[src/design/rau_pkg.sv]
`default_nettype none
package rau_pkg;

  localparam int OpWidth  = 32;
  localparam int NumWidth = 64;
  localparam int DenWidth = 63;

  // operation codes
  localparam logic [2:0] KIND_ADD  = 3'd0;
  localparam logic [2:0] KIND_SUB  = 3'd1;
  localparam logic [2:0] KIND_MUL  = 3'd2;
  localparam logic [2:0] KIND_DIV  = 3'd3;
  localparam logic [2:0] KIND_NEG  = 3'd4;
  localparam logic [2:0] KIND_CMP  = 3'd5;
  localparam logic [2:0] KIND_NORM = 3'd6;
  localparam logic [2:0] KIND_RSVD = 3'd7;

  // compare results
  localparam logic [1:0] ORDER_LESS    = 2'd0;
  localparam logic [1:0] ORDER_EQUAL   = 2'd1;
  localparam logic [1:0] ORDER_GREATER = 2'd2;

  typedef struct packed {
    logic [2:0]                 kind;
    logic signed [OpWidth-1:0]  a_num;
    logic signed [OpWidth-1:0]  a_den;
    logic signed [OpWidth-1:0]  b_num;
    logic signed [OpWidth-1:0]  b_den;
  } in_word_t;

  typedef struct packed {
    logic signed [NumWidth-1:0] res_num;
    logic [DenWidth-1:0]        res_den;
    logic [1:0]                 order;
    logic                       error;
  } out_word_t;

  typedef enum logic [3:0] {
    ST_IDLE,
    ST_MUL1,
    ST_MUL2,
    ST_MUL3,
    ST_COMB,
    ST_CHECK,
    ST_GCD,
    ST_DIVN,
    ST_DIVD,
    ST_OUT
  } state_e;

  typedef enum logic [3:0] {
    CMD_NONE,
    CMD_LOAD,
    CMD_MUL1,
    CMD_MUL2,
    CMD_MUL3,
    CMD_COMB,
    CMD_GCD_INIT,
    CMD_GCD_STEP,
    CMD_DIV_NUM_INIT,
    CMD_DIV_DEN_INIT,
    CMD_DIV_STEP,
    CMD_OUT
  } cmd_e;

  typedef struct packed {
    cmd_e op;
  } cmd_t;

  typedef struct packed {
    logic err;
    logic cmp;
    logic zero;
    logic gcd_done;
    logic div_done;
  } stat_t;

endpackage
`default_nettype wire

[src/design/rau_ctrl.sv]
`default_nettype none
module rau_ctrl (
  input  wire              clk_i,
  input  wire              rst_ni,
  input  wire              in_valid_i,
  output logic             in_stall_o,
  output logic             out_valid_o,
  input  wire              out_stall_i,
  input  rau_pkg::stat_t   st_i,
  output rau_pkg::cmd_t    cmd_o
);
  import rau_pkg::*;

  state_e state_q, state_d;
  logic   out_valid_q, out_valid_d;
  logic   out_free;

  assign out_free = !out_valid_q || !out_stall_i;

  always_ff @(posedge clk_i or negedge rst_ni) begin
    if (!rst_ni) begin
      state_q     <= ST_IDLE;
      out_valid_q <= 1'b0;
    end else begin
      state_q     <= state_d;
      out_valid_q <= out_valid_d;
    end
  end

  // next state
  always_comb begin
    state_d = state_q;
    case (state_q)
      ST_IDLE:  if (in_valid_i) state_d = ST_MUL1;
      ST_MUL1:  state_d = st_i.err ? ST_OUT : ST_MUL2;
      ST_MUL2:  state_d = ST_MUL3;
      ST_MUL3:  state_d = ST_COMB;
      ST_COMB:  state_d = ST_CHECK;
      ST_CHECK: state_d = (st_i.cmp || st_i.zero) ? ST_OUT : ST_GCD;
      ST_GCD:   if (st_i.gcd_done) state_d = ST_DIVN;
      ST_DIVN:  if (st_i.div_done) state_d = ST_DIVD;
      ST_DIVD:  if (st_i.div_done) state_d = ST_OUT;
      ST_OUT:   if (out_free) state_d = ST_IDLE;
      default:  state_d = ST_IDLE;
    endcase
  end

  // outputs
  always_comb begin
    cmd_o.op    = CMD_NONE;
    in_stall_o  = 1'b1;
    out_valid_d = out_valid_q && out_stall_i;
    case (state_q)
      ST_IDLE: begin
        in_stall_o = 1'b0;
        if (in_valid_i) cmd_o.op = CMD_LOAD;
      end
      ST_MUL1:  cmd_o.op = CMD_MUL1;
      ST_MUL2:  cmd_o.op = CMD_MUL2;
      ST_MUL3:  cmd_o.op = CMD_MUL3;
      ST_COMB:  cmd_o.op = CMD_COMB;
      ST_CHECK: cmd_o.op = CMD_GCD_INIT;
      ST_GCD:   cmd_o.op = st_i.gcd_done ? CMD_DIV_NUM_INIT : CMD_GCD_STEP;
      ST_DIVN:  cmd_o.op = st_i.div_done ? CMD_DIV_DEN_INIT : CMD_DIV_STEP;
      ST_DIVD:  cmd_o.op = st_i.div_done ? CMD_NONE : CMD_DIV_STEP;
      ST_OUT: begin
        if (out_free) begin
          cmd_o.op    = CMD_OUT;
          out_valid_d = 1'b1;
        end
      end
      default: cmd_o.op = CMD_NONE;
    endcase
  end

  assign out_valid_o = out_valid_q;

endmodule
`default_nettype wire

[config.mk]
export PLATFORM = sky130hd
export DESIGN_NAME = rau_ctrl
export DESIGN_NICKNAME = d
export VERILOG_FILES = /design/src/design/rau_pkg.sv /design/src/design/rau_ctrl.sv
export SDC_FILE = /design/constraint.sdc
export NUM_CORES = 1
export LEC_CHECK = 0
export ABC_AREA = 1
export CAP_MARGIN = 20
export CORE_AREA = 2 2 39 41
export CTS_CLUSTER_SIZE = 30
export DETAILED_ROUTE_END_ITERATION = 7
export DIE_AREA = 0 0 41 43
export DONT_BUFFER_PORTS = 1
export PLACE_DENSITY = 0.57
export SYNTH_ARGS = -nofsm -noshare
export SYNTH_HDL_FRONTEND = slang
export SYNTH_SLANG_ARGS = --single-unit
[constraint.sdc]
create_clock -name clk_i -period 1.45 [get_ports clk_i]
set_input_delay 0.145 -clock clk_i [delete_from_list [all_inputs] [get_ports clk_i]]
set_output_delay 0.145 -clock clk_i [all_outputs]
set_load 0.1 [all_outputs]
Yosys cells after proc, flatten, opt, wreduce, memory -nomap -nowiden
Cells that the tools add are included.
Cells by class
  equality and inequality tests: 14
  multiplexer cells: 17
  reduce and logical (&&, ||, !) cells: 7
Operator list (count)
  $pmux 4 s10: 2
  $mux 4: 10
  $eq 4x3->1 const B: 4
  $ne 2x2->1 const B: 5
  $eq 4x2->1 const B: 2
  $eq 4x4->1 const B: 2
  $reduce_and 5->1: 1
  $eq 4x1->1 const B: 1
  $logic_not 4->1: 1
  $mux 1: 4
  $logic_not 1->1: 2
  $logic_or 1x1->1: 2
  $mux 2: 1
  $logic_and 1x1->1: 1
Word-level totals
  bits in registers: 5
  logic and storage cells: 40
  output and inout port bits: 6
  input port bits: 9

Depth between registers and ports, before layout
  depth after elaboration: 4
  mapped depth: 8
  gate-level depth less buffers: 8

Worst setup path before layout
No wires, ideal clock.
  kind: reg2out
  start point: register state_q[0]
  end point: output port cmd_o[0] (netlist bit)
  buffers on the path: 0
  cell stages (with the launch flop): 6
  slack: -1.005 ns
  data arrival time: 2.310 ns
  required time: 1.305 ns
  cell sequence: dfrtp_1 > nor2_1 > nand2_1 > nor2_1 > nor2_1 > nand4_1
RTL lines
  start: declaration: line rau_ctrl.sv:14  | state_e state_q, state_d;
  start signal: assignment: line rau_ctrl.sv:25  | state_q <= state_d;
  end: declaration: line rau_ctrl.sv:10  | output rau_pkg::cmd_t cmd_o

==> results.json <==
{
  "finalClockSkew_ns": 0.00502,
  "tightest_slew_ns": 0.280,
  "period_needed_ns": 1.67,
  "synthesis.nets": 89,
  "setup_viol": 6,
  "path_cells": "inv_4 > nand2_4 > nor3_4 > nand2_2 > nand4_1 > buf_12",
  "cap_violations": 0,
  "crit_family": "simple AND/OR/NAND/NOR gates",
  "ys_ff_latch": 5,
  "vias": 659,
  "fillCellCount": 91,
  "h-tree-depth": 1,
  "drt_iter0_markers": 4,
  "post-dp-hpwl_mm": 1.10,
  "grt-ovfl-total": 0,
  "firstDrtPassIters": 4,
  "syn_area_sq_um": 509,
  "fmax_mhz": 600,
  "ioPinCount": 15,
  "cp_slowest_stage_delay_ns": 0.45,
  "antenna_found_initial": 0,
  "row_count": 14,
  "wirelength_mm": 1.79,
  "arrival_ns": 1.52,
  "worstSetupPathType": "reg2out",
  "grt_pass1_wl_mm": 2.34,
  "drc": 0,
  "portBuffers": 0,
  "grt_max_degree": 7,
  "insertion_delay_ns": 0.24,
  "first_global_vias": 582,
  "initial_core_util": 0.368,
  "critPathMaxFanout": 3,
  "globalplace.congestion": 0.781,
  "core_area_sq_mm": 0.00138,
  "cp_num_buf_inv": 2,
  "period_share": 1.15,
  "root_buffer": "clkbuf_4",
  "multi_input_area_sq_um": 467,
  "cp-start-kind": "flip-flop",
  "fin_ws_ns": -0.217,
  "rr_worst_depth": 9,
  "min_path_type": "in2async",
  "avgSynthCellArea_sq_um": 6.37,
  "crit-reg2reg-launch": "state_q[2]",
  "die_h_microns": 43,
  "grt_setup_unrepaired": "yes",
  "cts_tree": "built",
  "layout-drive-gt1-share": 0.622,
  "violations": "negative setup slack",
  "status": "complete, but fails checks",
  "antennaDiodeCount": 0,
  "clock-sinks": 5,
  "vias_per_cell": 5.19,
  "end_kind": "output port",
  "routedWlPerCell_microns": 14.1,
  "clockBufferDepth": 2,
  "slowest_stage": "dfrtp_2",
  "die_x_microns": 41,
  "synth_warnings": 0,
  "regToRegSetupSlack_ns": -0.04,
  "ant_nets": 0,
  "timing.final.hold_violations": 0,
  "worstPathRequired_ns": 1.31,
  "die-area_sq_mm": 0.00176,
  "nNetsFinal": 121,
  "seq_area_frac_synth": 0.246,
  "cts_buffers": 3,
  "grtUsageTotal": 0.197,
  "slew_viol_final": 0,
  "final_area_sq_um": 992,
  "seq_area_sq_um": 134,
  "synth.distinct_cells": 19,
  "relSlewSlack": 0.815,
  "r2r_end": "state_q[3]",
  "path_clk_slew_ns": 0.05,
  "synth_cells": 80,
  "area_growth_pct": 94.8,
  "dpl_worst_slack_ns": -0.0587,
  "dpl_cell_area_sq_um": 748
}
worst reg2reg max path, stage by stage, from the launching register on:
cell and delay (ns):
dfrtp_2 0.43, inv_2 0.06, nor2_4 0.21, buf_4 0.15, buf_4 0.09, buf_4 0.10
nand3b_1 0.11, nand2_1 0.08, nor2_1 0.05, o21ai_1 0.13
cells by family after synthesis:
family | count (synthesis) | share of synthesized area
DFF | 5 | 0.246
and+or+nand+nor | 54 | 0.565
AOI/OAI and AO/OA | 6 | 0.0786
buffers and inverters | 15 | 0.111
flip-flops by register name (all words and copies together) (netlist names):
register     count
out_valid_o      1
state_q          4
what timing repair did:
action                                  4_1_cts  5_1_grt
endpoints found under the hold margin         5        0
pin swaps                                     6       11
buffers inserted                              6        9
resized for setup                            12       16
endpoints found under the setup margin        4        7
hold buffers                                  1        0
cell type report:
class | instances | share of cell area
Multi-Input combinational cell | 60 | 0.470
Timing Repair Buffer | 27 | 0.289
Sequential cell | 5 | 0.135
Inverter | 15 | 0.0593
Clock buffer | 4 | 0.0265
Tap cell | 16 | 0.0202
layout by cell type, fill, tap and decap left out, drive strengths merged:
master	instances
inv	15
o2111ai	2
buf	26
or2	1
nor3	1
o21ai	3
clkbuf	4
nand3	12
dfrtp	5
dlygate4sd3	1
nand2	23
nand3b	1
nor2	13
nand4	3
o21bai	1
per-stage QoR:
step,util,hold WS [ns],TNS [ns],std cells
after floorplan,-,-0.151,-0.614,80
after global routing,0.717,0.189,-1.31,127
after detailed placement,0.541,-0.150,-0.103,108
final,0.717,0.178,-0.848,127
after global placement,0.541,-0.150,0,108
after CTS,0.623,0.177,-0.724,119
worst max-delay path by stage:
stage / start / to / slack, ns / cells after the start
detailed placement: state_q[3] / cmd_o[0] / -0.06 / 5
floorplan: state_q[2] / cmd_o[0] / -0.47 / 5
finish: state_q[1] / cmd_o[0] / -0.22 / 6
CTS: state_q[3] / cmd_o[0] / -0.20 / 6
global route: state_q[2] / cmd_o[1] / -0.26 / 7
global placement: state_q[1] / cmd_o[0] / 0.03 / 7
synthesized netlist by cell type (all sizes together):
| cell | number | share of area |
|---|---|---|
| nor2 | 13 | 0.13 |
| or2 | 1 | 0.012 |
| nand3b | 1 | 0.015 |
| nand4 | 3 | 0.037 |
| nand3 | 12 | 0.19 |
| nor3 | 1 | 0.0098 |
| dfrtp | 5 | 0.25 |
| nand2 | 23 | 0.17 |
| o21bai | 1 | 0.015 |
| o2111ai | 2 | 0.034 |
| o21ai | 3 | 0.029 |
| inv | 15 | 0.11 |
routing by layer:
metal	track usage	up-vias	wire, microns
met5	0	-	0
met4	0.0800	0	0
met3	0.0314	0	42
met2	0.325	13	1020
met1	0.241	326	725
li1	-	320	-
Power is left out: the tool's default activity adds up to more than one toggle a clock period on the data nets, which glitch-free logic cannot reach.
